===== src/rtl/core/dense_tensor_cell_scatter_assert.svh =====
// assertion macros for the dense tensor cell scatter rtl
// plain text only, no package or module dependencies
`ifndef DENSE_TENSOR_CELL_SCATTER_ASSERT_SVH
`define DENSE_TENSOR_CELL_SCATTER_ASSERT_SVH

// same-cycle implication
`define DTCS_ASSERT_SAME(name, clk, rst_n, ante, cons, msg) \
    name: assert property (@(posedge clk) disable iff (!rst_n) (ante) |-> (cons)) \
        else $error(msg);

// next-cycle implication
`define DTCS_ASSERT_NEXT(name, clk, rst_n, ante, cons, msg) \
    name: assert property (@(posedge clk) disable iff (!rst_n) (ante) |=> (cons)) \
        else $error(msg);

`endif


===== src/rtl/core/dtcs_pkg.sv =====
// shared constants, codes and types of the dense tensor cell scatter
// no dependencies
package dtcs_pkg;

    localparam int MAX_DIMS   = 4;
    localparam int CELL_DEPTH = 1024;
    localparam int VALUE_BITS = 64;

    localparam int ACT_W      = 2;
    localparam int DIM_W      = 2;
    localparam int DIMC_W     = 3;
    localparam int LABEL_W    = 10;
    localparam int SIZE_W     = 11;
    localparam int ORDER_W    = 8;
    localparam int IDX_W      = 10;
    localparam int VAL_IN_W   = 64;
    localparam int STAT_W     = 3;
    localparam int CFG_IDX_W  = 3;
    localparam int CFG_DATA_W = 11;
    localparam int ADDR_W     = $clog2(CELL_DEPTH);
    localparam int SPAN_W     = $clog2(CELL_DEPTH + 1);
    localparam int CNT_W      = $clog2(MAX_DIMS + 1);
    localparam int Q_DEPTH    = 2;
    localparam int QPTR_W     = $clog2(Q_DEPTH);
    localparam int QCNT_W     = $clog2(Q_DEPTH + 1);

    localparam logic [ACT_W-1:0] ACT_SET   = 2'd0;
    localparam logic [ACT_W-1:0] ACT_WRITE = 2'd1;
    localparam logic [ACT_W-1:0] ACT_READ  = 2'd2;
    localparam logic [ACT_W-1:0] ACT_CLEAR = 2'd3;

    localparam logic [STAT_W-1:0] ST_OK      = 3'd0;
    localparam logic [STAT_W-1:0] ST_RANGE   = 3'd1;
    localparam logic [STAT_W-1:0] ST_TWICE   = 3'd2;
    localparam logic [STAT_W-1:0] ST_MISSING = 3'd3;
    localparam logic [STAT_W-1:0] ST_BADDIM  = 3'd4;
    localparam logic [STAT_W-1:0] ST_INDEX   = 3'd5;

    localparam logic [CFG_IDX_W-1:0] REG_DIM_COUNT = 3'd0;
    localparam logic [CFG_IDX_W-1:0] REG_SIZE_0    = 3'd1;
    localparam logic [CFG_IDX_W-1:0] REG_SIZE_1    = 3'd2;
    localparam logic [CFG_IDX_W-1:0] REG_SIZE_2    = 3'd3;
    localparam logic [CFG_IDX_W-1:0] REG_SIZE_3    = 3'd4;
    localparam logic [CFG_IDX_W-1:0] REG_ORDER_MAP = 3'd5;

    localparam logic [ORDER_W-1:0] ORDER_RESET = 8'd228;

    typedef struct packed {
        logic [ACT_W-1:0]    action;
        logic [DIM_W-1:0]    pos;
        logic [LABEL_W-1:0]  label;
        logic [VAL_IN_W-1:0] value;
        logic [IDX_W-1:0]    index;
        logic [STAT_W-1:0]   status;
    } t_item;

    typedef struct packed {
        logic [DIMC_W-1:0]                  dims;
        logic [MAX_DIMS-1:0][SIZE_W-1:0]    sizes;
    } t_cfg;

endpackage


===== src/rtl/core/dtcs_front.sv =====
// front end: configuration registers, item acceptance and early checks
// depends on dtcs_pkg
module dtcs_front (
    input  logic                               i_clk,
    input  logic                               i_rst_n,
    input  logic                               i_cfg_valid,
    output logic                               o_cfg_ready,
    input  logic [dtcs_pkg::CFG_IDX_W-1:0]     i_cfg_index,
    input  logic [dtcs_pkg::CFG_DATA_W-1:0]    i_cfg_data,
    input  logic                               i_start,
    input  logic                               i_busy,
    input  logic [dtcs_pkg::ACT_W-1:0]         i_action,
    input  logic [dtcs_pkg::DIM_W-1:0]         i_dim_id,
    input  logic [dtcs_pkg::LABEL_W-1:0]       i_label,
    input  logic [dtcs_pkg::VAL_IN_W-1:0]      i_cell_value,
    input  logic [dtcs_pkg::IDX_W-1:0]         i_cell_index,
    output logic                               o_push,
    output dtcs_pkg::t_item                    o_item,
    output dtcs_pkg::t_cfg                     o_cfg
);

    logic [dtcs_pkg::DIMC_W-1:0]                        r_dim_count;
    logic [dtcs_pkg::MAX_DIMS-1:0][dtcs_pkg::SIZE_W-1:0] r_size;
    logic [dtcs_pkg::ORDER_W-1:0]                       r_order;
    logic [dtcs_pkg::DIMC_W-1:0]                        dims;
    logic [dtcs_pkg::DIM_W-1:0]                         pos;
    logic                                               bad_dim;
    logic                                               bad_range;
    logic                                               bad_index;

    assign o_cfg_ready = 1'b1;

    always_ff @(posedge i_clk) begin
        if (!i_rst_n) begin
            r_dim_count <= '0;
            r_size      <= {dtcs_pkg::MAX_DIMS{dtcs_pkg::SIZE_W'(1)}};
            r_order     <= dtcs_pkg::ORDER_RESET;
        end else if (i_cfg_valid) begin
            case (i_cfg_index)
                dtcs_pkg::REG_DIM_COUNT: r_dim_count <= i_cfg_data[dtcs_pkg::DIMC_W-1:0];
                dtcs_pkg::REG_SIZE_0:    r_size[0]   <= i_cfg_data;
                dtcs_pkg::REG_SIZE_1:    r_size[1]   <= i_cfg_data;
                dtcs_pkg::REG_SIZE_2:    r_size[2]   <= i_cfg_data;
                dtcs_pkg::REG_SIZE_3:    r_size[3]   <= i_cfg_data;
                dtcs_pkg::REG_ORDER_MAP: r_order     <= i_cfg_data[dtcs_pkg::ORDER_W-1:0];
                default: begin
                end
            endcase
        end
    end

    // clamp to the supported dimension count
    assign dims = (r_dim_count > dtcs_pkg::DIMC_W'(dtcs_pkg::MAX_DIMS))
                ? dtcs_pkg::DIMC_W'(dtcs_pkg::MAX_DIMS) : r_dim_count;

    assign pos       = r_order[{i_dim_id, 1'b0} +: dtcs_pkg::DIM_W];
    assign bad_dim   = ({1'b0, i_dim_id} >= dims) || ({1'b0, pos} >= dims);
    assign bad_range = {1'b0, i_label} >= r_size[pos];
    assign bad_index = 32'(i_cell_index) >= dtcs_pkg::CELL_DEPTH;

    always_comb begin
        o_item.action = i_action;
        o_item.pos    = pos;
        o_item.label  = i_label;
        o_item.value  = i_cell_value;
        o_item.index  = i_cell_index;
        o_item.status = dtcs_pkg::ST_OK;
        case (i_action)
            dtcs_pkg::ACT_SET: begin
                if (bad_dim) begin
                    o_item.status = dtcs_pkg::ST_BADDIM;
                end else if (bad_range) begin
                    o_item.status = dtcs_pkg::ST_RANGE;
                end
            end
            dtcs_pkg::ACT_READ: begin
                if (bad_index) begin
                    o_item.status = dtcs_pkg::ST_INDEX;
                end
            end
            default: begin
            end
        endcase
    end

    assign o_push = i_start && !i_busy;

    assign o_cfg.dims  = dims;
    assign o_cfg.sizes = r_size;

endmodule


===== config.mk =====
export PLATFORM = sky130hd
export DESIGN_NAME = dtcs_front
export DESIGN_NICKNAME = d
export VERILOG_FILES = /design/src/rtl/core/dense_tensor_cell_scatter_assert.svh /design/src/rtl/core/dtcs_pkg.sv /design/src/rtl/core/dtcs_front.sv
export SDC_FILE = /design/constraint.sdc
export NUM_CORES = 1
export LEC_CHECK = 0
export ABC_AREA = 1
export CORE_ASPECT_RATIO = 1.5
export CORE_MARGIN = 3
export CORE_UTILIZATION = 25
export DETAILED_ROUTE_END_ITERATION = 8
export DONT_BUFFER_PORTS = 1
export GPL_TIMING_DRIVEN = 0
export MAX_ROUTING_LAYER = met4
export PLACE_DENSITY = 0.48
export SLEW_MARGIN = 10
export SYNTH_ARGS = -nofsm -noshare
export SYNTH_HDL_FRONTEND = slang
export SYNTH_SLANG_ARGS = --single-unit

===== constraint.sdc =====
create_clock -name i_clk -period 3.1 [get_ports i_clk]
set_input_delay 0.155 -clock i_clk [delete_from_list [all_inputs] [get_ports i_clk]]
set_output_delay 0.155 -clock i_clk [all_outputs]
set_load 0.02 [all_outputs]

==> Yosys cells after proc, flatten, opt, wreduce, memory -nomap -nowiden <==
Cells that the tools add are included.
{ "word_totals": {"romBits": 0, "ram_bits": 0, "latchBits": 0, "in_bits": 107, "word_cells": 34, "register_bits": 55, "output_inout_bits": 140, "n_memories": 0} }
{ "classes": {"shift": 1, "n_addsub": 0, "multipliers": 0, "reduce_logical": 11, "eq_ne": 5, "bitwise_logic": 0, "magnitude_cmp": 5, "n_mux": 6, "div": 0} }
{ "op_table": {"columns": ["op", "count"], "rows": [
  ["11-bit binary-select mux with 2-bit select", 1],
  ["2-bit AND reduction", 6],
  ["10-bit by 11-bit >= comparator with 1-bit output", 1],
  ["11-bit two-way mux", 1],
  ["3-bit two-way mux", 3],
  ["8-bit by 4-bit variable part select with 2-bit output", 1],
  ["3-bit by 2-bit equality test with 1-bit output, second input constant", 2],
  ["3-bit equality test, second input constant", 2],
  ["2-bit by 3-bit >= comparator with 1-bit output", 2],
  ["3-bit by 1-bit equality test with 1-bit output, second input constant", 1],
  ["3-bit greater-than comparator, second input constant", 1],
  ["3-bit zero test", 1],
  ["2-bit by 3-bit < comparator with 1-bit output, second input constant", 1],
  ["2-bit zero test", 1],
  ["1-bit logical AND", 1],
  ["1-bit zero test", 1],
  ["1-bit logical OR", 1],
  ["1-bit two-way mux", 1]
]} }

==> Longest topological paths before layout <==
Gate-level depths: netlist of the first run.
{ "depth": {"depth_word": 7, "mapped_depth": 18, "ltp_nobuf": 17} }

==> Worst setup path after synthesis of the first run <==
Ideal clock, no wire load.
{ "synth_path": {"path_kind": "register to output", "from": "register r_order[2] in the netlist's numbering", "to": "output o_item[0] in the netlist's numbering", "required_time_ns": 2.945, "stages_incl_launch_ff": 16, "arrival_time_ns": 1.895, "path_buffers": 1, "setup_slack_ns": 1.050, "cell_sequence": "dfxtp_1 nand2_1 nand3_2 nand2_4 inv_4 buf_6 nand2_2 nand3_1 nand2_1 ha_1 nand2_1 nor2_1 nand2_1 nand4_1 nand2_1 nor2_1"} }
{ "synth_rtl": {"columns": ["item", "line", "text"], "rows": [
  ["start, declared", "dtcs_front.sv:24", "logic [dtcs_pkg::ORDER_W-1:0] r_order;"],
  ["start signal, assigned", "dtcs_front.sv:37", "r_order <= dtcs_pkg::ORDER_RESET;"],
  ["start signal, assigned", "dtcs_front.sv:45", "dtcs_pkg::REG_ORDER_MAP: r_order <= i_cfg_data[dtcs_pkg::ORDER_W-1:0];"],
  ["end, declared", "dtcs_front.sv:18", "output dtcs_pkg::t_item o_item,"]
]} }

==> results of run 1 <==
## power by group through the flow
stage	registers, mW	clock network (mW)	logic [mW]
6_report	0.776	0.659	0.414
5_1_grt	0.779	0.703	0.453
4_1_cts	0.777	0.675	0.419
3_5_place_dp	0.794	0	0.408
3_3_place_gp	0.793	0	0.404
2_1_floorplan	0.782	0	0.337
## final cells by class
type	count	share of cell area, %
plain buffers	107	19.53
inverters	27	2.675
well taps	159	5.124
clock inverters	2	0.9024
flip-flops and latches	55	28.36
clock buffers	6	3.577
multi-input cells	307	37.77
repair buffers	8	2.063
## cell families after synthesis
| logic type | count (synthesis) | share of synthesized area [%] |
|---|---|---|
| and+or+nand+nor | 227 | 28.02 |
| buffers and inverters | 134 | 25.14 |
| AOI/OAI and AO/OA | 64 | 9.413 |
| DFF | 55 | 32.11 |
| adders and majority gates | 14 | 5.108 |
| other | 2 | 0.2190 |
## metal layers
metal	vias up	wire, um	GRT usage [%]
met5	-	0	-
met4	0	335	5.722
met3	18	1330	4.058
met2	213	6812	30.90
met1	1383	3812	13.59
li1	1515	-	-
## through the flow
step	area (um^2)	total power, mW	std cells	utilization, %	worst slack [ns]
5_1_grt	3882	1.935	671	29.39	0.07846
3_3_place_gp	3628	1.197	655	27.47	0.5861
6_report	3882	1.849	671	29.39	0.2855
4_1_cts	3882	1.872	671	29.39	0.2198
3_5_place_dp	3628	1.201	655	27.47	0.5552
2_1_floorplan	3430	1.119	496	-	1.050
## worst min path at each step
stage,depth (start not counted),end,slack (ns),from
CTS,2,o_cfg[30],0.003,i_cfg_data[8]
global route,2,o_cfg[30],0.02,i_cfg_data[8]
floorplan,2,o_cfg[11],0.27,i_cfg_data[0]
global placement,2,o_cfg[33],0.27,i_cfg_data[0]
detailed placement,2,o_cfg[11],0.28,i_cfg_data[0]
finish,2,o_cfg[30],0.006,i_cfg_data[8]
## cell usage in the layout, fill, tap and decap left out, drive strengths merged
cell type,Yosys,final
dlygate4sd3,0,8
nand3b,3,3
ha,14,14
dfxtp,55,55
clkinv,1,2
o211ai,1,1
o21ai,43,43
nand3,35,35
buf,98,98
bufinv,0,1
clkbuf,9,15
nand4,1,1
nor2,76,76
a21oi,20,20
conb,2,2
nand2,109,109
and3,2,2
nor3b,1,1
inv,26,26
## flip-flops by register name, summed over array words and instances (netlist names)
signal,flops
o_cfg,44
r_dim_count,3
r_order,8
## worst max-delay path: stages, from the launching register on
cell	delay, ns
dfxtp_1	0.33
nand2_1	0.06
nand3_2	0.11
nand2_4	0.10
inv_4	0.15
buf_6	0.22
nand2_2	0.06
nand3_1	0.09
nand2_1	0.06
ha_1	0.29
nand3_1	0.07
nor2_1	0.16
nand2_1	0.07
nand4_1	0.16
nand2_1	0.07
nor2_1	0.34
==> reports/qor.csv, run 1 <==
metric,value,unit
critical path class,register to primary output,
Synth async-reset ratio,0,%
"reg-to-reg slack, setup",2.21,ns
required time worst endpoint,2.94,ns
Comb power frac,22.4,%
Reg area,0.001101,mm^2
# diodes,0,
most frequent cell after synthesis,nand2_1,
Clock Sinks,55,
hold_buf cts,8,
CP arrival,2.66,ns
Hold Path Class,input pin to register,
Starting Density,25.96,%
first-pass GRT wire length,16880,um
Max clock buf depth,2,
Fillers,1401,
Fmax,0.3553,GHz
nets,632,
worst skew pair latency,0.29,ns
"Warnings, synthesis",0,
Post-DP HPWL,10130,um
Core Box Area,0.01321,mm^2
Post-synth top cells,"99 x nand2_1, 91 x buf_4, 75 x nor2_1",
Worst Setup End Kind,primary output,
DRC violations left,0,
Cell Rows,51,
main flop type after synthesis,dfxtp_1,
top cell type's share of synthesized area,32.11,%
"Hold Vio Cnt, Final",0,
die width,101.6,um
crit path time final,2.814,ns
flop and latch count out of synthesis,55,
vias per inst,4.663,
H-Tree Depth,2,
"Gates resized, CTS repair",0,
DRT Pass-1 Iters,5,
post-detailed-route wirelength per cell,18.32,um
DR iter-0 viols,126,
PortBufs,0,
Slew headroom,59.86,%
Int Pwr,1.290,mW
final count of negative-setup-slack endpoints,0,
clock share of power,35.6,%
final worst path period share,90.79,%
Num CTS Buffers,5,
synth top area cells,"dfxtp_1 32%, buf_4 20%, nand2_1 11%, nor2_1 8.2%, o21ai_0 6.3%",
number of distinct library cells after synthesis,25,
worst r2r path cells,2,
Mapped Nets,617,
area of the die,0.01519,mm^2
final wirelength,12290,um
largest net degree at the start of global routing,17,
vias in the first global route,2890,
synthesis-to-finish area growth,13.21,%
Post-Syn Area,0.003430,mm^2
status,"complete, no violations",
P_sw,0.5581,mW
Multi-input gate area,0.001466,mm^2
IO Count,247,
total negative slack,0,ns
P_leak,1.766,nW
MaxCap Viol Count,0,
Final ANT Viol Nets,0,
worst-path maximum fanout,10,
unrepaired setup endpoints after global routing,false,
Worst-Margin Slew,0.6021,ns
crit path capture,o_item[0],
maximum VDD drop,0.0002264,V
"Reg clk slew, reported paths",0.07,ns
CP Launch Point,r_order[6],
PD cells,476.1,mW/mm^2
RR Endpoint,o_cfg[30],
die height,149.4,um
switching portion of total power,30.19,%
remaining global-route overflow,0,
initial antenna violation count,0,
number of synthesized flops with an enable pin,0,
reg2reg start,o_cfg[30],
Root Driver,clkbuf_16,
share of layout cells above drive strength 1,23.63,%
via count,3129,
Post-Syn Area per Cell,6.914,um^2
Final Slew Violations,0,
Overall Global Routing Usage,15.61,%
Startpoint Class,register,
sequential area share after synthesis,32.11,%
CTS tree,built,
Post-Synthesis Cells,496,
GPL Wtd Cong,0.8830,
Sequential Power Share,42.0,%
"area leader, netlist",dfxtp_1,
clk_skew,0,ns
postcts setup bufs,0,
Min Hold Slack,0.005898,ns
Power figures use the tool's default switching activity.
==> inputs of run 2 (changes only) <==
--- a/config.mk
+++ b/config.mk
@@ -7,7 +7,7 @@
 export LEC_CHECK = 0
 export ABC_AREA = 1
 export CORE_ASPECT_RATIO = 1.5
-export CORE_MARGIN = 3
+export CORE_MARGIN = 10
 export CORE_UTILIZATION = 25
 export DETAILED_ROUTE_END_ITERATION = 8
 export DONT_BUFFER_PORTS = 1
==> run 2 against run 1 <==
  * Routed wire length is 15% higher
  * Global-route usage fell by 1.4 points
  * Non-clock buffer count shrank 2
==> reports/qor.csv, run 2 (same netlist as run 1, synthesis figures left out) <==
metric,value,unit,change
required time worst endpoint,2.94,ns,about the same
Util after Layout,28.71,%,was 29.39%
synthesis-to-finish area growth,12.73,%,was 13.21%
switching portion of total power,30.49,%,was 30.19%
pre-CTS setup slack,0.5554,ns,was 0.5552 ns
P_leak,1.757,nW,was 1.766 nW
Clock Sinks,55,,unchanged
Int Pwr,1.289,mW,was 1.290 mW
PortBufs,0,,unchanged
GPL Wtd Cong,0.8483,,was 0.8830
post-detailed-route wirelength per cell,21.10,um,was 18.32 um
Overall Global Routing Usage,14.23,%,was 15.61%
PD cells,479.6,mW/mm^2,was 476.1 mW/mm^2
Num CTS Buffers,5,,unchanged
Comb power frac,22.4,%,about the same
total negative slack,0,ns,unchanged
via count,3114,,was 3129
placed insts,658,,was 655
Core Box Area,0.01347,mm^2,was 0.01321 mm^2
initial antenna violation count,0,,unchanged
Starting Density,25.46,%,was 25.96%
Worst Setup End Kind,primary output,,unchanged
largest net degree at the start of global routing,17,,unchanged
remaining global-route overflow,0,,unchanged
die height,163.4,um,was 149.4 um
final wirelength,14180,um,was 12290 um
Final ANT Viol Nets,0,,unchanged
crit path time final,2.859,ns,was 2.814 ns
clk_skew,0,ns,unchanged
DR iter-0 viols,172,,was 126
share of layout cells above drive strength 1,23.73,%,was 23.63%
CP arrival,2.70,ns,was 2.66 ns
"Hold Vio Cnt, Final",0,,unchanged
"commonest non-fill, non-tap cell in the layout",nand2_1,,unchanged
MaxCap Viol Count,0,,unchanged
CTS tree,built,,unchanged
vias per inst,4.634,,was 4.663
reg2reg start,o_cfg[42],,was o_cfg[30]
first-pass GRT wire length,19460,um,was 16880 um
Root Driver,clkbuf_16,,unchanged
DRC violations left,0,,unchanged
# diodes,0,,unchanged
nets,630,,was 632
maximum VDD drop,0.0002556,V,was 0.0002264 V
IO Count,247,,unchanged
Final Slew Violations,0,,unchanged
vias in the first global route,3104,,was 2890
Hold Path Stages,2,,unchanged
worst r2r path cells,2,,unchanged
most frequent cells in the layout,"99 x nand2_1, 91 x buf_4, 75 x nor2_1, 55 x dfxtp_1, 43 x o21ai_0",,unchanged
P_sw,0.5653,mW,was 0.5581 mW
CP Launch Point,r_order[4],,was r_order[6]
Pwr Total,1.854,mW,was 1.849 mW
Post-DP HPWL,11890,um,was 10130 um
number of flip-flops under the largest register name,44,,unchanged
critical path class,register to primary output,,unchanged
final worst path period share,92.22,%,was 90.79%
worst skew pair latency,0.29,ns,about the same
Slew headroom,60.50,%,was 59.86%
status,"complete, no violations",,unchanged
worst-path maximum fanout,10,,unchanged
Cell Rows,52,,was 51
Startpoint Class,register,,unchanged
die width,115.6,um,was 101.6 um
Max clock buf depth,2,,unchanged
clock share of power,35.6,%,about the same
Hold Path Class,input pin to register,,unchanged
DRT Pass-1 Iters,4,,was 5
area of the die,0.01890,mm^2,was 0.01519 mm^2
Worst-Margin Slew,0.5904,ns,was 0.6021 ns
Final WS setup,0.2413,ns,was 0.2855 ns
Non-Filler Instances,672,,was 671
Sequential Power Share,42.0,%,about the same
H-Tree Depth,2,,unchanged
HP Start,i_cfg_data[8],,unchanged
final count of negative-setup-slack endpoints,0,,unchanged
unrepaired setup endpoints after global routing,false,,unchanged
Fmax,0.3498,GHz,was 0.3553 GHz
"Reg clk slew, reported paths",0.07,ns,about the same
[run 2: changes by cell type in the layout (fill, tap and decap cells not counted)]
cell           previous run  this run
dlygate4sd3_1             8         6
[run 2: worst paths after layout]
| path | to | slack (ns) |
|---|---|---|
| worst min-delay path | o_cfg[30] | 0.006 |
| worst min register to register | r_dim_count[0] | 0.46 |
| worst max-delay path | o_item[0] | 0.24 |
| worst max register to register | o_cfg[42] | 2.25 |
[run 2: stage by stage]
stage               area (um^2)  hold slack, ns
finish                     3866        0.006397
floorplan                  3430          0.2682
CTS                        3866       0.0008745
global route               3866         0.01171
global placement           3632          0.2711
detailed placement         3632          0.2748
[run 2: repair_timing]
item | in CTS | in global routing
hold buffers | 6 | 0
buffers inserted | 0 | 0
endpoints found under the hold margin | 10 | 0
resized for setup | 0 | 0
[run 2: power by group through the flow]
stage,registers [mW],logic [mW],clock network (mW)
finish,0.778,0.415,0.661
global route,0.782,0.457,0.707
CTS,0.780,0.423,0.675
detailed placement,0.797,0.414,0
global placement,0.796,0.411,0
floorplan,0.782,0.337,0
[run 2: routing by layer]
layer / up-vias / wire length [um] / GRT usage (%)
met3: 14 / 1963 / 6.424
li1: 1512 / - / -
met1: 1377 / 4529 / 12.49
met2: 211 / 7438 / 26.43
met4: 0 / 244 / 4.281
met5: - / 0 / -
[run 2: cell type report]
type,count,area [um^2]
Buffer,107,758.2
Clock buffer,6,138.9
Clock inverter,2,35.03
Fill cell,1422,9602
Inverter,27,103.9
Multi-Input combinational cell,307,1466
Sequential cell,55,1101
Tap cell,162,202.7
Timing Repair Buffer,6,60.06
[run 2: worst max-delay path, stage by stage, from the launching register on]
cell and delay, ns:
dfxtp_1 0.36, nand2_1 0.07, nand3_2 0.10, nand2_4 0.10, inv_4 0.14, buf_6 0.21, nand2_2 0.06, nand3_1 0.15
nand2_1 0.10, ha_1 0.32, and3_1 0.15, nand2_1 0.05, nand4_1 0.16, nand2_1 0.07, nor2_1 0.34
