[src/rtl/core/dense_tensor_cell_scatter_assert.svh]
// assertion macros for the dense tensor cell scatter rtl
// plain text only, no package or module dependencies
`ifndef DENSE_TENSOR_CELL_SCATTER_ASSERT_SVH
`define DENSE_TENSOR_CELL_SCATTER_ASSERT_SVH

// same-cycle implication
`define DTCS_ASSERT_SAME(name, clk, rst_n, ante, cons, msg) \
    name: assert property (@(posedge clk) disable iff (!rst_n) (ante) |-> (cons)) \
        else $error(msg);

// next-cycle implication
`define DTCS_ASSERT_NEXT(name, clk, rst_n, ante, cons, msg) \
    name: assert property (@(posedge clk) disable iff (!rst_n) (ante) |=> (cons)) \
        else $error(msg);

`endif

[src/rtl/core/dtcs_pkg.sv]
// shared constants, codes and types of the dense tensor cell scatter
// no dependencies
package dtcs_pkg;

    localparam int MAX_DIMS   = 4;
    localparam int CELL_DEPTH = 1024;
    localparam int VALUE_BITS = 64;

    localparam int ACT_W      = 2;
    localparam int DIM_W      = 2;
    localparam int DIMC_W     = 3;
    localparam int LABEL_W    = 10;
    localparam int SIZE_W     = 11;
    localparam int ORDER_W    = 8;
    localparam int IDX_W      = 10;
    localparam int VAL_IN_W   = 64;
    localparam int STAT_W     = 3;
    localparam int CFG_IDX_W  = 3;
    localparam int CFG_DATA_W = 11;
    localparam int ADDR_W     = $clog2(CELL_DEPTH);
    localparam int SPAN_W     = $clog2(CELL_DEPTH + 1);
    localparam int CNT_W      = $clog2(MAX_DIMS + 1);
    localparam int Q_DEPTH    = 2;
    localparam int QPTR_W     = $clog2(Q_DEPTH);
    localparam int QCNT_W     = $clog2(Q_DEPTH + 1);

    localparam logic [ACT_W-1:0] ACT_SET   = 2'd0;
    localparam logic [ACT_W-1:0] ACT_WRITE = 2'd1;
    localparam logic [ACT_W-1:0] ACT_READ  = 2'd2;
    localparam logic [ACT_W-1:0] ACT_CLEAR = 2'd3;

    localparam logic [STAT_W-1:0] ST_OK      = 3'd0;
    localparam logic [STAT_W-1:0] ST_RANGE   = 3'd1;
    localparam logic [STAT_W-1:0] ST_TWICE   = 3'd2;
    localparam logic [STAT_W-1:0] ST_MISSING = 3'd3;
    localparam logic [STAT_W-1:0] ST_BADDIM  = 3'd4;
    localparam logic [STAT_W-1:0] ST_INDEX   = 3'd5;

    localparam logic [CFG_IDX_W-1:0] REG_DIM_COUNT = 3'd0;
    localparam logic [CFG_IDX_W-1:0] REG_SIZE_0    = 3'd1;
    localparam logic [CFG_IDX_W-1:0] REG_SIZE_1    = 3'd2;
    localparam logic [CFG_IDX_W-1:0] REG_SIZE_2    = 3'd3;
    localparam logic [CFG_IDX_W-1:0] REG_SIZE_3    = 3'd4;
    localparam logic [CFG_IDX_W-1:0] REG_ORDER_MAP = 3'd5;

    localparam logic [ORDER_W-1:0] ORDER_RESET = 8'd228;

    typedef struct packed {
        logic [ACT_W-1:0]    action;
        logic [DIM_W-1:0]    pos;
        logic [LABEL_W-1:0]  label;
        logic [VAL_IN_W-1:0] value;
        logic [IDX_W-1:0]    index;
        logic [STAT_W-1:0]   status;
    } t_item;

    typedef struct packed {
        logic [DIMC_W-1:0]                  dims;
        logic [MAX_DIMS-1:0][SIZE_W-1:0]    sizes;
    } t_cfg;

endpackage

[src/rtl/core/dtcs_queue.sv]
// short item queue between the front and back ends
// depends on dtcs_pkg
module dtcs_queue (
    input  logic            i_clk,
    input  logic            i_rst_n,
    input  logic            i_push,
    input  dtcs_pkg::t_item i_item,
    input  logic            i_pop,
    output logic            o_valid,
    output dtcs_pkg::t_item o_item,
    output logic            o_full
);

    dtcs_pkg::t_item             r_slot [dtcs_pkg::Q_DEPTH];
    logic [dtcs_pkg::QPTR_W-1:0] r_wptr;
    logic [dtcs_pkg::QPTR_W-1:0] r_rptr;
    logic [dtcs_pkg::QCNT_W-1:0] r_count;
    logic                        do_push;
    logic                        do_pop;

    assign o_valid = r_count != '0;
    assign o_full  = r_count == dtcs_pkg::QCNT_W'(dtcs_pkg::Q_DEPTH);
    assign o_item  = r_slot[r_rptr];
    assign do_push = i_push && !o_full;
    assign do_pop  = i_pop && o_valid;

    always_ff @(posedge i_clk) begin
        if (do_push) begin
            r_slot[r_wptr] <= i_item;
        end
    end

    always_ff @(posedge i_clk) begin
        if (!i_rst_n) begin
            r_wptr  <= '0;
            r_rptr  <= '0;
            r_count <= '0;
        end else begin
            if (do_push) begin
                r_wptr <= r_wptr + 1'b1;
            end
            if (do_pop) begin
                r_rptr <= r_rptr + 1'b1;
            end
            case ({do_push, do_pop})
                2'b10:   r_count <= r_count + 1'b1;
                2'b01:   r_count <= r_count - 1'b1;
                default: r_count <= r_count;
            endcase
        end
    end

endmodule

[config.mk]
export PLATFORM = sky130hd
export DESIGN_NAME = dtcs_queue
export DESIGN_NICKNAME = d
export VERILOG_FILES = /design/src/rtl/core/dense_tensor_cell_scatter_assert.svh /design/src/rtl/core/dtcs_pkg.sv /design/src/rtl/core/dtcs_queue.sv
export SDC_FILE = /design/constraint.sdc
export NUM_CORES = 1
export LEC_CHECK = 0
export BUFFER_PORTS_ARGS = -buffer_cell sky130_fd_sc_hd__buf_2
export CORE_MARGIN = 2
export CORE_UTILIZATION = 45
export DETAILED_ROUTE_END_ITERATION = 12
export GPL_ROUTABILITY_DRIVEN = 0
export PLACE_DENSITY = 0.81
export SLEW_MARGIN = 20
export SYNTH_ARGS = -nofsm -noshare
export SYNTH_HDL_FRONTEND = slang
export SYNTH_SLANG_ARGS = --single-unit
[constraint.sdc]
create_clock -name i_clk -period 3.04 [get_ports i_clk]
set_input_delay 0.456 -clock i_clk [delete_from_list [all_inputs] [get_ports i_clk]]
set_output_delay 0.456 -clock i_clk [all_outputs]
set_load 0.03 [all_outputs]
Word level (Yosys, flattened, before mapping)

Memory sizes are Yosys's and may differ from the RTL's. A register that Yosys moved wholly into a read port is not among the register bits.
Cells that the tools add are included.

Bits in registers: 4
RAM bits: 182
Bits of input ports: 95
Output and inout bits: 93
Word-level logic and storage cells: 21
Memories: 1

Memories:

| name   | words | bits a word | read ports | clocked after Yosys merged registers in | write ports | RTL line         | source |
|---|---|---|---|---|---|---|---|
| r_slot | 2     | 91          | 1          | 1                                       | 1           | dtcs_queue.sv:14 | `dtcs_pkg::t_item r_slot [dtcs_pkg::Q_DEPTH];` |

Add/sub/neg operators: 4
Equality and inequality tests: 3
Multiplexer cells: 5
Reductions and logical operators: 5

Operator list:

| operator                                                               | number |
|---|---|
| 2-bit equality test (second input constant)                            | 2 |
| 1-bit 2-to-1 mux                                                       | 4 |
| 2-bit case mux with 2 select lines                                     | 1 |
| 2-bit nonzero test                                                     | 2 |
| 1-bit adder (second input constant)                                    | 2 |
| 2-bit by 1-bit adder with 2-bit output (second input constant)         | 1 |
| 2-bit by 1-bit equality test with 1-bit output (second input constant) | 1 |
| 1-bit logical AND                                                      | 2 |
| 2-bit by 1-bit subtractor with 2-bit output (second input constant)    | 1 |
| 1-bit logical NOT                                                      | 1 |

Depth between registers and ports, before layout

Gate-level depths: netlist (run 1).

Depth in word-level cells: 5
Depth in mapped cells: 6

Worst setup path after synthesis (run 1)

Ideal clock, no wire load.

Path kind: reg-to-reg
Start: register r_count[0] (netlist name)
End: memory r_slot[0][0] (netlist name) (enable)
Arrival time: 2.731 ns
Data required time: 2.595 ns
Setup slack: -0.135 ns
Stages on the path, launching flop included: 5
Path buffers: 0
Clock period less this slack: 3.175 ns
Cell sequence: dfxtp_1 > nand2b_2 > inv_2 > or3_1 > inv_1

Longest elaborated chain between the ends: 5

Ends and longest elaborated chain:

| element                                | RTL line         | source |
|---|---|---|
| start: declaration                     | dtcs_queue.sv:17 | `logic [dtcs_pkg::QCNT_W-1:0] r_count;` |
| start signal: assignment               | dtcs_queue.sv:46 | `2'b10: r_count <= r_count + 1'b1;` |
| start signal: assignment               | dtcs_queue.sv:47 | `2'b01: r_count <= r_count - 1'b1;` |
| start signal: assignment               | dtcs_queue.sv:48 | `default: r_count <= r_count;` |
| 2-bit equality test                    | dtcs_queue.sv:22 | `assign o_full = r_count == dtcs_pkg::QCNT_W'(dtcs_pkg::Q_DEPTH);` |
| via o_full                             | dtcs_queue.sv:11 | `output logic o_full` |
| 1-bit logical NOT                      | dtcs_queue.sv:24 | `assign do_push = i_push && !o_full;` |
| 1-bit logical AND                      | dtcs_queue.sv:24 |  |
| 1-bit 2-to-1 mux                       | dtcs_queue.sv:28 | `if (do_push) begin` |
| 1-bit 2-to-1 mux (implied by the code) | dtcs_queue.sv:29 | `r_slot[r_wptr] <= i_item;` |
| end: declaration                       | dtcs_queue.sv:14 |  |

The timed path passes the listed nets, and every way through them passes these cells.

==> run metrics, run 1 <==
outcome complete, no violations; top cells by area, synth edfxtp_1 81%, mux2_2 15%, dfxtp_1 1.5%; worst reg2reg startpoint r_count[0]; DR vias 3470; site row count 44; number of inserted diodes 0; max-cap viol count 0; multi-input logic area 1157 um^2; Post-synth EDFFs 182; Max-slew headroom between 50% and 60%; Slew Limit Fails 0; hold_buf cts 0; Yosys top cell by area edfxtp_1; Die Span X 126.7 um; RSZ-0062 raised after global routing false; Synth Register Bits ~190; worst skew pair latency approximately 0.42 ns; total grt overflow 0; WHS Path Cells 1; fmax 436.7 MHz; met2 WL approximately 5900 um; Seq/Total Area, Yosys 82.10%; WL per Instance ~17 um; Worst setup EP type output pin; Pwr Total 7.898 mW; post-synth net total around 410; DIE AREA between 15000 and 20000 um^2; CTS tree built; hpwl dp 8089 um; Post-synth top cells 182 x edfxtp_1, 91 x mux2_2, 10 x buf_2; final hold vios 0; Detail Route Antenna Nets 0; final design area excluding fillers 8552 um^2; top-count cell post-synth edfxtp_1; I/O Buffers roughly 190; Main synth FF type edfxtp_1; # IOs 188; CTS Buf Count 17; Root Driver clkbuf_16; top cell type's share of synthesized area 80.62%; Post-CTS Setup Bufs 0; Gate Count Post-Synth 309; critical path launch point type flop; crit path DAT 1.83 ns; DR top layer met4; slew of the pin with the lowest slew margin 0.6724 ns; Yosys warnings 0; Yosys cell types 18; Setup Viol. Count Final 0; M1 WL 4823 um; reg2reg end r_slot[0][18]; WL final 11900 um; Initial Utilization 46.29%; first-pass GRT wire length 18770 um; DP Area roughly 8000 um^2; area grow syn2layout 26.15%; initial antenna violation count 0; TritonRoute pass-1 iters 4; Netlist Area Pre-Place 6779 um^2; HP Class in -> reg; clk slew on worst S/H paths 0.07 ns; Endpoint, Worst Hold r_slot[0][64]; layout cells sized above 1 61.07%; # DRC 0; Iter 0 DRT Violations roughly 160; placeable core region ~15000 um^2; clk buf depth 2; depth of the worst register-to-register path 5; Leak Pwr 3.182 nW; pin count of the biggest net entering global routing 52; critical path class reg -> out; peak supply drop 631.2 uV; routed length on met3 931 um; setup TNS 0 ns; pwr dens 923.5 nW/um^2; Req. time, crit path 2.58 ns; cts repair resizes 0; R2R setup slack about 0.97 ns; Die H 126.7 um; CP max FO 40; layout net count 607; Synth Area per Inst approximately 22 um^2; Storage cell area 5569 um^2; All-Layer GR Usage 15.45%; number of global-route vias before repair 3694; H-Tree Depth 4; Post-synth ARST share 0%; fillers 1102; Worst Skew 0.006683 ns; Hold Startpoint i_item[64]; fin crit period about 2.3 ns; routed vias/inst ~4.9; clk sink count 187; Final period util about three quarters
metrics by stage:
stage               util, %  setup WS (ns)  hold WS (ns)  instances
finish                58.40         0.7502        0.2191        708
global route          58.40         0.6611        0.1942        708
CTS                   58.40         0.7148        0.1909        708
detailed placement    54.65         0.9264        0.4891        676
global placement      54.65         0.9487        0.4864        676
floorplan                 -         0.4694        0.4567        309
per-layer routing:
layer	global-route usage (%)	up-vias
met4	6.981	0
met1	18.43	1684
met2	25.21	133
met3	5.778	27
met5	0	-
li1	-	1626
sequential cells by signal, indices dropped and copies added (netlist names), named ones only:
name,flops
r_slot,182
r_count,2
r_rptr,1
r_wptr,1
layout by cell type, fill, tap and decap left out, types with 2 or more instances in the layout:
cell        synthesis  layout
a21boi_1            2       2
buf_12              0       4
buf_2              10     187
buf_4               0       2
clkbuf_16           0      17
clkinv_1            0       2
clkinv_2            0       4
clkinv_4            0       2
clkinvlp_4          0       4
dfxtp_1             5       4
edfxtp_1          182     182
inv_6               0       3
mux2_2             91      91
nor2b_1             2       2
o21ai_0             2       2
or3_1               2       2
xnor2_1             3       3
layout make-up:
class                      count  share of cell area (%)
clock buffer                  17                   4.974
clock inverter                15                   1.448
multi-input combinational    109                   13.53
timing repair buffer         193                   12.06
inverter                       3                  0.1756
tap                          184                   2.692
sequential                   187                   65.12
how the worst max path moves through the flow:
stage               start       endpoint
6_report             flop     o_item[62]
5_1_grt              flop     o_item[62]
4_1_cts              flop     o_item[16]
3_5_place_dp       i_push  r_slot[0][42]
3_3_place_gp       i_push  r_slot[0][41]
2_1_floorplan  r_count[0]   r_slot[0][0]
kinds of logic (layout without fill, tap and decap cells):
logic type                 after synthesis  after routing  synth area share [%]
and+or+nand+nor                          9              9                0.8307
muxes                                   91             91                 15.12
adders and majority gates                1              1                0.1845
xor gates and xnor gates                 3              3                0.3877
DFF                                    187            187                 82.10
AOI/OAI and AO/OA                        5              5                0.4799
buffers and inverters                   13            228                0.9044
report_power, final:
group	internal (mW)	switching [mW]
logic	0.889	1.63
clock network	1.12	0.915
registers	3.25	0.0889
total	5.27	2.63
worst max-delay path: stages, from the launching register on:
cell and delay, ns:
dfxtp_4 0.36, buf_4 0.43, mux2_2 0.41, buf_2 0.18
No activity file was read; power rests on OpenSTA's default activity.
==> run 2, diff against run 1 <==
Settings changed: PLACE_DENSITY 0.81 to 0.78.
Clock period 3.04 ns to 2.3 ns, I/O delays scaled along.
==> run 2 against run 1 <==
  * Cell count is the same
  * Highest routed layer unchanged
  * First-iteration DRC count rose by 13%
  * Clock power increased by 46%
  * Critical path depth stayed put
  * Setup slack worse by 0.46 ns
  * Critical endpoint is now o_item[57]
  * Sequential share of layout area is 0.72 points lower
  * Routed wire length rose by 1.7%
==> run metrics, run 2 (synthesis results as in run 1) <==
clk sink count 187 (unchanged); CTS tree built (unchanged); number of global-route vias before repair 3691 (was 3694); HP Class in -> reg (unchanged); Worst setup EP type output pin (unchanged); Post-CTS Setup Bufs 0 (unchanged); crit path max-delay cell type mux2_2 (was buf_4); DP Area 8031 um^2 (was 8003 um^2); crit path DAT 1.67 ns (was 1.83 ns); Leak Pwr 3.227 nW (was 3.182 nW); DR vias 3509 (was 3470); CTS Buf Count 17 (unchanged); pin count of the biggest net entering global routing 58 (was 52); hold_buf cts 0 (unchanged); fmax 497.4 MHz; total grt overflow 0 (unchanged); Root Driver clkbuf_16 (unchanged); Req. time, crit path 1.96 ns (was 2.58 ns); WL final 12110 um (was 11900 um); H-Tree Depth 4 (unchanged); CP max FO 57 (was 40); Critical Path Sink o_item[57] (was o_item[62]); area grow syn2layout 27.59% (was 26.15%); Die H 126.7 um (unchanged); worst skew pair latency 0.41 ns (was 0.42 ns); layout net count 607 (unchanged); commonest non-fill, non-tap cell in the layout buf_2 (unchanged); setup slack after layout 0.2895 ns (was 0.7502 ns); layout cells sized above 1 61.83% (was 61.07%); largest reg by FF count r_slot (unchanged); I/O Buffers 187 (unchanged); most frequent cells in the layout 187 x buf_2, 182 x edfxtp_1, 91 x mux2_2, 17 x clkbuf_16, 5 x buf_12 (was 187 x buf_2, 182 x edfxtp_1, 91 x mux2_2, 17 x clkbuf_16); Worst Skew 0.01102 ns (was 0.006683 ns); initial antenna violation count 0 (unchanged); Detail Route Antenna Nets 0 (unchanged); R2R setup slack 0.52 ns (was 0.97 ns); critical path class reg -> out (unchanged); Hold Startpoint i_item[90] (was i_item[64]); final hold vios 0 (unchanged); Pwr Total 10.77 mW (was 7.898 mW); dpl ws 0.5083 ns (was 0.9264 ns); cts repair resizes 0 (unchanged); final design area excluding fillers 8650 um^2 (was 8552 um^2); worst path buffer plus inverter count 2 (unchanged); cell family contributing the most delay on the critical path buffers and inverters (unchanged); Initial Utilization 46.29% (unchanged); reg2reg end r_slot[0][36] (was r_slot[0][18]); clk buf depth 2 (unchanged); Crit. path cell count 3 (unchanged); slew of the pin with the lowest slew margin 0.6073 ns (was 0.6724 ns); WL per Instance 17.11 um (was 16.81 um); max reg flops 182 (unchanged); Iter 0 DRT Violations 183 (was 162); biggest regs r_slot: 182 flops, r_count: 2 flops (unchanged); # IOs 188 (unchanged); DIE AREA 16060 um^2 (unchanged); All-Layer GR Usage 15.25% (was 15.45%); critical path launch point type flop (unchanged); RSZ-0062 raised after global routing false (unchanged); pwr dens 1245 nW/um^2 (was 923.5 nW/um^2); Die Span X 126.7 um (unchanged); hpwl dp 8054 um (was 8089 um); fin crit period 2.010 ns; depth of the worst register-to-register path 5 (unchanged); worst reg2reg startpoint r_count[0] (unchanged); peak supply drop 1043 uV (was 631.2 uV); outcome complete, no violations (unchanged); critical-path cell list buf_12 -> mux2_2 -> buf_2 (was buf_4 -> mux2_2 -> buf_2); max-cap viol count 0 (unchanged); clk slew on worst S/H paths 0.07 ns (about the same); CP max stage delay 0.39 ns (was 0.43 ns); Setup Viol. Count Final 0 (unchanged); routed vias/inst 4.956 (was 4.901); Slew Limit Fails 0 (unchanged); site row count 44 (unchanged); Max-slew headroom 59.51% (was 55.17%); Final period util 87.41%; placeable core region 14640 um^2 (unchanged); first-pass GRT wire length 18770 um (about the same); # DRC 0 (unchanged); number of inserted diodes 0 (unchanged); TritonRoute pass-1 iters 4 (unchanged)
run 2: cell count changes in the layout (fill, tap and decap cells not counted), sizes merged:
cell      delta
bufinv       +2
clkbuf       +2
clkinv       -2
clkinvlp     -2
run 2: power breakdown:
part / switching, mW / leakage, nW / internal [mW] / total (mW)
clock: 1.20 / 0.304 / 1.78 / 2.98
combinational: 2.15 / 1.18 / 1.21 / 3.36
sequential: 0.132 / 1.74 / 4.30 / 4.43
total: 3.49 / 3.23 / 7.29 / 10.8
run 2: area by class of cell:
cell class | count | area [um^2]
Clock buffer | 19 | 452.9
Clock inverter | 13 | 165.2
Fill cell | 1100 | 5995
Inverter | 3 | 20.02
Multi-Input combinational cell | 109 | 1167
Sequential cell | 187 | 5570
Tap cell | 184 | 230.2
Timing Repair Buffer | 193 | 1044
run 2: per-stage QoR:
stage               TNS, ns  hold slack (ns)  instances  utilization (%)
floorplan            -10.00           0.4439        309                -
global placement          0           0.4898        676            54.84
detailed placement        0           0.5147        676            54.84
CTS                       0          0.09484        708            59.07
global route              0          0.09363        708            59.07
finish                    0           0.1148        708            59.07
run 2: metal layers:
metal / global-route usage (%) / vias up / part of all wire [%]
met5: 0 / - / 0
met1: 18.76 / 1744 / 42
li1: - / 1630 / -
met2: 25.28 / 124 / 50
met3: 5.272 / 11 / 6.8
met4: 5.495 / 0 / 1.4
run 2: worst min path at each step:
stage	endpoint	slack, ns	cells past startpoint
2_1_floorplan	r_slot[0][0]	0.44	0
3_3_place_gp	r_wptr	0.49	2
3_5_place_dp	r_wptr	0.51	2
4_1_cts	r_slot[0][89]	0.09	1
5_1_grt	r_slot[1][89]	0.09	1
6_report	r_slot[0][90]	0.11	1
==> run 3, diff against run 2 <==
Settings changed: PLACE_DENSITY 0.78 to 0.81.
Clock period 2.3 ns to 1.83 ns, I/O delays scaled along.
==> run 3 against run 2 <==
  * The flow now finishes with violations (setup timing)
  * Clock-buffer cell count fell by 2
  * Clock power up 17%
  * Die area stayed put
  * Critical path depth up 1
  * Core utilization grew 4.8 points
  * Cell count rose by 2.0%
  * Register-to-register slack got worse by 0.35 ns
  * First-iteration DRC count grew 14%
  * Sequential share of layout area decreased by 4.9 points
  * Via count up 2.0%
  * Combinational power grew 65%
  * Largest cell class unchanged
  * Highest routed layer is now met5
==> run metrics, run 3 (synthesis results as in run 1) <==
outcome finished, violations left (was complete, no violations); failing checks setup timing; commonest non-fill, non-tap cell in the layout edfxtp_1 (was buf_2); Max-slew headroom 81.87% (was 59.51%); pin count of the biggest net entering global routing 47 (was 58); Req. time, crit path 1.56 ns (was 1.96 ns); setup slack after layout -0.06690 ns (was 0.2895 ns); Hold Worst Slack 0.03773 ns (was 0.1148 ns); met3 GRT Util 6.116% (was 5.272%); fin crit period roughly 1.9 ns; Setup Viol. Count Final 75 (was 0); # IOs 188 (unchanged); Final Util 63.89% (was 59.07%); CP max FO 6 (was 57); Die H 126.7 um (unchanged); max reg flops 182 (unchanged); peak supply drop 1124 uV (was 1043 uV); Initial Utilization 46.29% (unchanged); reg2reg end r_slot[0][21] (was r_slot[0][36]); sw frac 32.45% (was 32.37%); WL final 13130 um (was 12110 um); worst skew pair latency 0.42 ns (was 0.41 ns); clk sink count 187 (unchanged); Hold Startpoint i_item[76] (was i_item[90]); max-cap viol count 0 (unchanged); area grow syn2layout 38.02% (was 27.59%); pwr dens 1563 nW/um^2 (was 1245 nW/um^2); Worst setup EP type output pin (unchanged); placeable core region 14640 um^2 (unchanged); fillers 986 (was 1100); H-Tree Depth 4 (unchanged); HP Class in -> reg (unchanged); hpwl dp 8312 um (was 8054 um); Leak Pwr 3.582 nW (was 3.227 nW); layout net count 621 (was 607); Detail Route Antenna Nets 0 (unchanged); fmax 527.2 MHz; Die Span X 126.7 um (unchanged); crit path max-delay cell type dfxtp_4 (was mux2_2); slew of the pin with the lowest slew margin 0.2720 ns (was 0.6073 ns); layer with the highest usage met2 (unchanged); Clk network pwr share 23.8% (was 27.7%); CTS Buf Count 17 (unchanged); biggest regs r_slot: 182 flops, r_count: 2 flops (unchanged); combinational fraction of design power 37.9% (was 31.2%); RSZ-0062 raised after global routing true (was false); critical path launch point type flop (unchanged); initial antenna violation count 1 (was 0); total grt overflow 0 (unchanged); clk slew on worst S/H paths 0.07 ns (about the same); # DRC 0 (unchanged); number of inserted diodes 0 (unchanged); first-pass GRT wire length 19580 um (was 18770 um); worst reg2reg startpoint r_count[0] (unchanged); crit path DAT 1.62 ns (was 1.67 ns); most frequent cells in the layout 182 x edfxtp_1, 113 x buf_2, 61 x buf_6, 50 x mux2_2, 41 x mux2_4 (was 187 x buf_2, 182 x edfxtp_1, 91 x mux2_2, 17 x clkbuf_16, 5 x buf_12); I/O Buffers 187 (unchanged); WHS Path Cells 1 (unchanged); clk buf depth 2 (unchanged); layout cells sized above 1 62.64% (was 61.83%); Final period util 103.7%; Slew Limit Fails 0 (unchanged); CP max stage delay 0.42 ns (was 0.39 ns); met1 Use GR 17.34% (was 18.76%); most frequent CP cell buf_6; Worst Skew 0.007943 ns (was 0.01102 ns); Iter 0 DRT Violations 208 (was 183); sequential share of power 38.3% (was 41.1%); site row count 44 (unchanged); CTS tree built (unchanged); critical path class reg -> out (unchanged); WL per Instance 18.19 um (was 17.11 um); Global Route met2 Usage 28.65% (was 25.28%); TritonRoute pass-1 iters 4 (unchanged); Endpoint, Worst Hold r_slot[1][76] (was r_slot[0][90]); final hold vios 0 (unchanged); critical-path cell list buf_6 -> buf_6 -> mux2_2 -> buf_6 (was buf_12 -> mux2_2 -> buf_2); DIE AREA 16060 um^2 (unchanged); routed vias/inst 4.956 (about the same); R2R setup slack 0.17 ns (was 0.52 ns); DR vias 3578 (was 3509); All-Layer GR Usage 16.12% (was 15.25%); depth of the worst register-to-register path 5 (unchanged); number of global-route vias before repair 3995 (was 3691); Root Driver clkbuf_16 (unchanged); net load switching power 4.746 mW (was 3.486 mW); largest reg by FF count r_slot (unchanged); internal power 9.880 mW (was 7.285 mW)
==> run 3: worst max path at each step <==
stage	slack, ns	to	from
floorplan	-0.58	r_slot[0][0]	r_count[0]
global placement	0.23	r_slot[0][57]	r_count[0]
detailed placement	0.19	r_slot[0][55]	r_count[0]
CTS	-0.12	o_item[0]	flop
global route	-0.11	o_item[84]	flop
finish	-0.07	o_item[84]	flop
==> run 3: metal layers <==
metal | vias up | part of all wire [%] | wire (um)
li1 | 1660 | - | -
met1 | 1765 | 38 | 4969
met2 | 133 | 54 | 7053
met3 | 18 | 7.0 | 919
met4 | 2 | 1.4 | 178
met5 | - | 0.099 | 13
==> run 3: power by group through the flow <==
stage / clock [mW] / sequential [mW] / combinational, mW
after floorplan: 0 / 5.62 / 3.09
after global placement: 0 / 5.68 / 4.20
after detailed placement: 0 / 5.72 / 4.26
after CTS: 3.56 / 5.59 / 5.24
after global routing: 3.72 / 5.64 / 5.79
final: 3.49 / 5.60 / 5.54
==> run 3: critical path, delay by kind of cell (launching register included) <==
| kind | cells | cell delay (ns) |
|---|---|---|
| flip-flops | 1 | 0.42 |
| multiplexers | 1 | 0.35 |
| buffers and inverters | 3 | 0.43 |
==> run 3: stage by stage <==
step | cells | instance area, um^2 | TNS (ns) | worst slack (ns) | total power, mW
after floorplan | 309 | 6800 | -79.17 | -0.5799 | 8.713
after global placement | 681 | 8082 | 0 | 0.2301 | 9.878
after detailed placement | 681 | 8082 | 0 | 0.1929 | 9.978
after CTS | 720 | 9168 | -5.607 | -0.1182 | 14.39
after global routing | 722 | 9356 | -6.377 | -0.1148 | 15.15
final | 722 | 9356 | -1.817 | -0.06690 | 14.63
==> run 3: layout make-up <==
cell class / count / area, um^2 / share of cell area, %
Clock inverter: 15 / 138.9 / 1.484
Timing Repair Buffer: 207 / 1650 / 17.64
Inverter: 3 / 20.02 / 0.2140
Tap cell: 184 / 230.2 / 2.461
Multi-Input combinational cell: 109 / 1321 / 14.12
Sequential cell: 187 / 5570 / 59.53
Clock buffer: 17 / 425.4 / 4.547
==> run 3: timing repair <==
action                                  4_1_cts  5_1_grt
endpoints found under the setup margin       82       91
hold buffers                                  0        0
gates cloned                                  1        2
resized for setup                           143       37
buffers inserted                              6        0
endpoints found under the hold margin         0        0
